===== src/sv/dub_pkg.sv =====
// ----------------------------------------------------------------------------
// dub_pkg: shared types and constants of the discounted UCB arm selector
// Command and status groups between controller and datapath, iterative unit
// operation codes and the fixed-point constants.
// ----------------------------------------------------------------------------
package dub_pkg;

    localparam int unsigned STAT_W    = 32;      // Q16.16 count and reward
    localparam int unsigned DIV_N     = 48;      // dividend width of the divider
    localparam int unsigned WORD_W    = 64;      // unit operand and result width
    localparam int unsigned CNT_W     = 6;       // unit iteration counter
    localparam int unsigned DIV_ITER  = 48;
    localparam int unsigned SQRT_ITER = 32;
    localparam int unsigned SCORE_W   = 50;
    localparam logic [16:0] ONE_Q16   = 17'd65536;
    localparam logic [15:0] LN2_Q16   = 16'd45426;

    typedef enum logic {
        OP_DIV  = 1'b0,
        OP_SQRT = 1'b1
    } t_unit_op;

    typedef enum logic [1:0] {
        SRC_MEAN  = 2'd0,
        SRC_RATIO = 2'd1,
        SRC_ROOT  = 2'd2
    } t_unit_src;

    typedef struct packed {
        logic      load_in;
        logic      idx_clr;
        logic      idx_inc;
        logic      mem_rd;
        logic      decay_mul;
        logic      mem_wr;
        logic      step_inc;
        logic      sum_clr;
        logic      sum_acc;
        logic      norm_shift;
        logic      sq_init;
        logic      sq_step;
        logic      ln_mul;
        logic      conf_mul;
        logic      best_clr;
        logic      arm_latch;
        logic      unit_start;
        t_unit_op  unit_op;
        t_unit_src unit_src;
        logic      mean_latch;
        logic      exp_mul;
        logic      score_cmp;
        logic      out_load;
    } t_cmd;

    typedef struct packed {
        logic first_phase;
        logic idx_last;
        logic cnt_zero;
        logic sum_small;
        logic norm_top;
        logic sq_last;
        logic unit_done;
        logic out_free;
    } t_sts;

endpackage


===== src/sv/dub_ctrl.sv =====
// ----------------------------------------------------------------------------
// dub_ctrl: sequencing state machine of the arm selector
// Walks the arms for decay on append, and outside the first phase for count sum,
// logarithm and scoring on select; issues one command group per cycle.
// ----------------------------------------------------------------------------
module dub_ctrl (
    input  logic          i_clk,
    input  logic          i_rst_n,
    input  logic          i_in_valid,
    input  logic          i_mode,
    output logic          o_in_ready,
    input  dub_pkg::t_sts i_sts,
    output dub_pkg::t_cmd o_cmd
);
    import dub_pkg::*;

    typedef enum logic [20:0] {
        ST_IDLE      = 21'b000000000000000000001,
        ST_A_RD      = 21'b000000000000000000010,
        ST_A_MUL     = 21'b000000000000000000100,
        ST_A_WR      = 21'b000000000000000001000,
        ST_S_RD      = 21'b000000000000000010000,
        ST_S_ACC     = 21'b000000000000000100000,
        ST_L_NORM    = 21'b000000000000001000000,
        ST_L_SQ      = 21'b000000000000010000000,
        ST_L_MUL     = 21'b000000000000100000000,
        ST_L_CONF    = 21'b000000000001000000000,
        ST_P_RD      = 21'b000000000010000000000,
        ST_P_CHK     = 21'b000000000100000000000,
        ST_P_MEAN_GO = 21'b000000001000000000000,
        ST_P_MEAN_W  = 21'b000000010000000000000,
        ST_P_RAT_GO  = 21'b000000100000000000000,
        ST_P_RAT_W   = 21'b000001000000000000000,
        ST_P_ROOT_GO = 21'b000010000000000000000,
        ST_P_ROOT_W  = 21'b000100000000000000000,
        ST_P_EXP     = 21'b001000000000000000000,
        ST_P_CMP     = 21'b010000000000000000000,
        ST_OUT       = 21'b100000000000000000000
    } t_state;

    t_state r_state;
    t_state n_state;

    // next state and commands
    always_comb begin
        n_state    = r_state;
        o_cmd      = '0;
        o_in_ready = 1'b0;
        unique case (r_state)
            ST_IDLE: begin
                o_in_ready = 1'b1;
                if (i_in_valid) begin
                    o_cmd.load_in = 1'b1;
                    o_cmd.idx_clr = 1'b1;
                    o_cmd.sum_clr = 1'b1;
                    if (i_mode) begin
                        n_state = ST_A_RD;
                    end else if (i_sts.first_phase) begin
                        n_state = ST_OUT;
                    end else begin
                        n_state = ST_S_RD;
                    end
                end
            end
            ST_A_RD: begin
                o_cmd.mem_rd = 1'b1;
                n_state = ST_A_MUL;
            end
            ST_A_MUL: begin
                o_cmd.decay_mul = 1'b1;
                n_state = ST_A_WR;
            end
            ST_A_WR: begin
                o_cmd.mem_wr = 1'b1;
                if (i_sts.idx_last) begin
                    o_cmd.step_inc = 1'b1;
                    n_state = ST_IDLE;
                end else begin
                    o_cmd.idx_inc = 1'b1;
                    n_state = ST_A_RD;
                end
            end
            ST_S_RD: begin
                o_cmd.mem_rd = 1'b1;
                n_state = ST_S_ACC;
            end
            ST_S_ACC: begin
                o_cmd.sum_acc = 1'b1;
                if (i_sts.idx_last) begin
                    n_state = ST_L_NORM;
                end else begin
                    o_cmd.idx_inc = 1'b1;
                    n_state = ST_S_RD;
                end
            end
            ST_L_NORM: begin
                if (i_sts.sum_small) begin
                    n_state = ST_L_MUL;
                end else if (i_sts.norm_top) begin
                    o_cmd.sq_init = 1'b1;
                    n_state = ST_L_SQ;
                end else begin
                    o_cmd.norm_shift = 1'b1;
                end
            end
            ST_L_SQ: begin
                o_cmd.sq_step = 1'b1;
                if (i_sts.sq_last) begin
                    n_state = ST_L_MUL;
                end
            end
            ST_L_MUL: begin
                o_cmd.ln_mul = 1'b1;
                n_state = ST_L_CONF;
            end
            ST_L_CONF: begin
                o_cmd.conf_mul = 1'b1;
                o_cmd.best_clr = 1'b1;
                o_cmd.idx_clr  = 1'b1;
                n_state = ST_P_RD;
            end
            ST_P_RD: begin
                o_cmd.mem_rd = 1'b1;
                n_state = ST_P_CHK;
            end
            ST_P_CHK: begin
                o_cmd.arm_latch = 1'b1;
                if (!i_sts.cnt_zero) begin
                    n_state = ST_P_MEAN_GO;
                end else if (i_sts.idx_last) begin
                    n_state = ST_OUT;
                end else begin
                    o_cmd.idx_inc = 1'b1;
                    n_state = ST_P_RD;
                end
            end
            ST_P_MEAN_GO: begin
                o_cmd.unit_start = 1'b1;
                o_cmd.unit_op    = OP_DIV;
                o_cmd.unit_src   = SRC_MEAN;
                n_state = ST_P_MEAN_W;
            end
            ST_P_MEAN_W: begin
                if (i_sts.unit_done) begin
                    o_cmd.mean_latch = 1'b1;
                    n_state = ST_P_RAT_GO;
                end
            end
            ST_P_RAT_GO: begin
                o_cmd.unit_start = 1'b1;
                o_cmd.unit_op    = OP_DIV;
                o_cmd.unit_src   = SRC_RATIO;
                n_state = ST_P_RAT_W;
            end
            ST_P_RAT_W: begin
                if (i_sts.unit_done) begin
                    n_state = ST_P_ROOT_GO;
                end
            end
            ST_P_ROOT_GO: begin
                o_cmd.unit_start = 1'b1;
                o_cmd.unit_op    = OP_SQRT;
                o_cmd.unit_src   = SRC_ROOT;
                n_state = ST_P_ROOT_W;
            end
            ST_P_ROOT_W: begin
                if (i_sts.unit_done) begin
                    n_state = ST_P_EXP;
                end
            end
            ST_P_EXP: begin
                o_cmd.exp_mul = 1'b1;
                n_state = ST_P_CMP;
            end
            ST_P_CMP: begin
                o_cmd.score_cmp = 1'b1;
                if (i_sts.idx_last) begin
                    n_state = ST_OUT;
                end else begin
                    o_cmd.idx_inc = 1'b1;
                    n_state = ST_P_RD;
                end
            end
            ST_OUT: begin
                if (i_sts.out_free) begin
                    o_cmd.out_load = 1'b1;
                    n_state = ST_IDLE;
                end
            end
            default: begin
                n_state = ST_IDLE;
            end
        endcase
    end

    // state register
    always_ff @(posedge i_clk) begin
        if (!i_rst_n) begin
            r_state <= ST_IDLE;
        end else begin
            r_state <= n_state;
        end
    end

endmodule

===== config.mk =====
export PLATFORM = sky130hd
export DESIGN_NAME = dub_ctrl
export DESIGN_NICKNAME = d
export VERILOG_FILES = /design/src/sv/dub_pkg.sv /design/src/sv/dub_ctrl.sv
export SDC_FILE = /design/constraint.sdc
export NUM_CORES = 1
export LEC_CHECK = 0
export BUFFER_PORTS_ARGS = -buffer_cell sky130_fd_sc_hd__buf_2
export CORE_AREA = 2 2 55 57
export CTS_BUF_LIST = sky130_fd_sc_hd__clkbuf_8
export DETAILED_ROUTE_END_ITERATION = 8
export DIE_AREA = 0 0 57 59
export GPL_TIMING_DRIVEN = 1
export PLACE_DENSITY_LB_ADDON = 0.25
export SYNTH_ARGS = -nofsm -noshare
export SYNTH_HDL_FRONTEND = slang
export SYNTH_SLANG_ARGS = --single-unit

===== constraint.sdc =====
create_clock -name i_clk -period 4.05 [get_ports i_clk]
set_input_delay 0.405 -clock i_clk [delete_from_list [all_inputs] [get_ports i_clk]]
set_output_delay 0.405 -clock i_clk [all_outputs]
set_load 0.01 [all_outputs]

Word-level counts from Yosys, hierarchy flattened
Cells that the tools add are included.
Operators by class
  eq/ne operators: 28
  multiplexer cells: 44
  reduce and logical (&&, ||, !) cells: 3
Operator list (number)
  $pmux 21 s21: 1
  $mux 21: 12
  $eq 21x1->1 const B: 1
  $eq 21x10->1 const B: 1
  $eq 21x11->1 const B: 1
  $eq 21x12->1 const B: 1
  $eq 21x13->1 const B: 1
  $eq 21x14->1 const B: 1
  $eq 21x15->1 const B: 1
  $eq 21x16->1 const B: 1
  $eq 21x17->1 const B: 1
  $eq 21x18->1 const B: 1
  $eq 21x19->1 const B: 1
  $eq 21x2->1 const B: 1
  $eq 21x20->1 const B: 1
  $eq 21x21->1 const B: 1
  $eq 21x3->1 const B: 1
  $eq 21x4->1 const B: 1
  $eq 21x5->1 const B: 1
  $eq 21x6->1 const B: 1
  $eq 21x7->1 const B: 1
  $eq 21x8->1 const B: 1
  $eq 21x9->1 const B: 1
  $mux 1: 21
  8 further kinds: 20
Storage, ports and cells
  bits in registers: 21
  input bits: 12
  output and inout port bits: 25
  logic and storage cells: 76

Depth between registers and ports, before layout
  depth in word-level cells: 4
  mapped depth: 8
  depth with buffers taken out: 6

Worst setup path after synthesis
Ideal clock, no wire load.
  path type: flip-flop to output port
  start point: reg r_state[16]
  end point: out o_cmd[22] (netlist bit)
  data arrival time: 1955 ps
  setup slack: 1690 ps
  stages on the path, launching flop included: 8
  cells stage by stage: dfxtp_1 nor4_1 nand2b_1 buf_2 nor2_1 nand3_1 nor3_1 or2_1
RTL lines
  start: declaration: line dub_ctrl.sv:41  | t_state r_state;
  start signal: assignment: line dub_ctrl.sv:201  | r_state <= n_state;
  end: declaration: line dub_ctrl.sv:13  | output dub_pkg::t_cmd o_cmd

==> flow_summary.yaml <==
detailed_routing:
  dr.first_iter.drc_count: 64
  wl_um: 3750
  drc_errors: 0
  vias_per_cell: 6.09
  vias: 1438
  ant_nets: 0
  drt-wirelength-per-cell_um: 15.9
  firstDrtPassIters: 4
clocking:
  clkTransAtPathRegs_ns: 0.08
  cts_tree: "done"
  cts.path.max_buffers: 2
  cts_sinks: 21
  cts_max_level: 1
  hold_buffers: 0
  cts_setup_buffers: 0
  clk_latency_ns: 0.27
  cts-resized-gates: 0
  numCtsBuffers: 3
  cts_root_buf: "clkbuf_8"
synthesis:
  async_flop_share: 0
  yosysWarningCount: 0
  seq_area_frac_synth: 0.290
  syn_area_mm2: 0.00145
  synth.avg_cell_area_um2: 8.42
  synth.distinct_cells: 47
  synth_nets: 184
  synthFlopType: "dfxtp_1"
  syn_inst: 172
  yosys.area.top_type: "dfxtp_1"
  synth-seq-cells: 21
  synthTopCellsByArea: "dfxtp_1, nor2_1, nor4_4, nor4_1, nor4_2"
  synthDominantCellAreaShare: 0.290
  synth-edff-count: 0
layout:
  fin_area_mm2: 0.00167
  largest_reg_flops: 21
  layout.cells.most_common_list: "buf_2, nor2_1, dfxtp_1"
  finalNetCount: 218
  final_common_cell: "buf_2"
  largestRegisters: "r_state x21"
  layout-drive-gt1-share: 0.298
  area_delta_synth_final_pct: 15.2
  fill_cells: 242
  top_register: "r_state"
  antenna_cells: 0
global_route:
  grtUsageTotal: 0.241
  antenna_found_initial: 0
  grt_pass1_vias: 1383
  gr-total-overflow: 0
  grt_first_pass_wirelength_um: 6300
  grt_start_max_net_pins: 13
setup_path:
  worst_setup_path_start_kind: "flip-flop"
  slowest_delay_ns: 0.62
  path_max_fanout: 9
  worstSetupPathType: "reg -> out"
  cp_top_family: "simple AND/OR/NAND/NOR gates"
  path_depth: 7
  path_buf_inv: 1
  reg2reg_from: "r_state[17]"
  cp-end-kind: "output port"
  crit_chain: "nor4_1 -> nand2b_1 -> nor2_1 -> nand3_1 -> nor3_1 -> or2_1 -> buf_2"
  cp_slowest_cell: "nor4_1"
  crit_arrival_ns: 2.64
  r2r_cells: 6
  r2r_setup_slack_ns: 1.32
  cp.required_ns: 3.64
  r2r_end: "r_state[4]"
floorplan:
  rows: 19
  dieArea_mm2: 0.00336
  ios: 37
  coreArea_mm2: 0.00271
  initial_core_util: 0.535
  die_h_um: 59
  die_w_um: 57
timing:
  fin_tns_setup_ns: 0
  finalCriticalPeriod_ns: 3.04
  setup_violations: 0
  clock-skew-final_ns: 0.00156
  period_share: 0.752
  fmax_ghz: 0.328
  slew_headroom: 0.534
  worst_slack_ns: 1.01
  worstMarginPinSlew_ns: 0.693
  finalMaxSlewViolations: 0
  rsz0062_at_grt: "no"
  final-hold-violation-count: 0
place:
  dp_hpwl_um: 2850
  routabilityCongestion: 0.941
  dpl-instance-area_mm2: 0.00162
  port_buffers: 36
  dpl_worst_slack_ns: 1.32
worst_hold_path:
  hp-start: "i_sts[5]"
  hp-class: "in -> reg"
  min_to: "r_state[12]"
  holdPathStages: 2
power_and_ir_drop:
  leakage_uw: 0.000695
  vdd_drop_max_mv: 0.231
  power.density_mw_per_mm2: 311
run_status:
  outcome: "completed"
job:
  cap_viol_max_count: 0
worst max-delay path by stage:
stage | to | start
global placement | r_state[1] | r_state[0]
detailed placement | o_cmd[22] | r_state[16]
global route | o_cmd[22] | r_state[17]
CTS | o_cmd[22] | r_state[17]
finish | o_cmd[22] | r_state[17]
floorplan | o_cmd[22] | r_state[16]
cell usage after synthesis (5+ instances only):
cell type and number:
nand3b_1 5, nor3_1 6, a21oi_1 9, inv_1 8, nor4_2 5, nor2_1 25, dfxtp_1 21, nand2b_1 9
nand3_1 7, nor4_1 10, and2_1 6
routing by layer:
metal | track usage | wire, um | up-vias
met4 | 0.110 | 69 | 0
met5 | 0 | 0 | -
met1 | 0.334 | 1690 | 674
met3 | 0.0371 | 245 | 7
li1 | - | - | 701
met2 | 0.371 | 1740 | 56
where the power goes:
part           internal [uW]  leakage, uW  switching (uW)  total, uW
registers                212     0.000170            9.39        221
clock network           68.9    0.0000255            77.5        146
logic                   59.9     0.000500            92.8        153
stage by stage:
step	utilization	power (uW)	hold slack, ns	cells
final	0.616	520	0.303	236
after CTS	0.616	517	0.306	236
after detailed placement	0.599	375	0.538	232
after global routing	0.616	540	0.314	236
after global placement	0.599	372	0.534	232
after floorplan	-	336	0.484	172
kinds of logic (layout without fill, tap and decap cells):
family | count (synthesis) | in the layout | synth area share
flops | 21 | 21 | 0.290
xor+xnor | 4 | 4 | 0.0242
compound gates | 25 | 25 | 0.128
simple gates | 107 | 107 | 0.506
buf+inv | 15 | 48 | 0.0518
cell type report:
| type | count | area (um^2) | share of cell area |
|---|---|---|---|
| flip-flops and latches | 21 | 420 | 0.252 |
| inverters | 8 | 30.0 | 0.0180 |
| multi-input cells | 136 | 953 | 0.571 |
| clock buffers | 3 | 41.3 | 0.0247 |
| clock inverters | 1 | 5.00 | 0.00300 |
| repair buffers | 36 | 180 | 0.108 |
| well taps | 31 | 38.8 | 0.0232 |
Power figures use the tool's default switching activity.
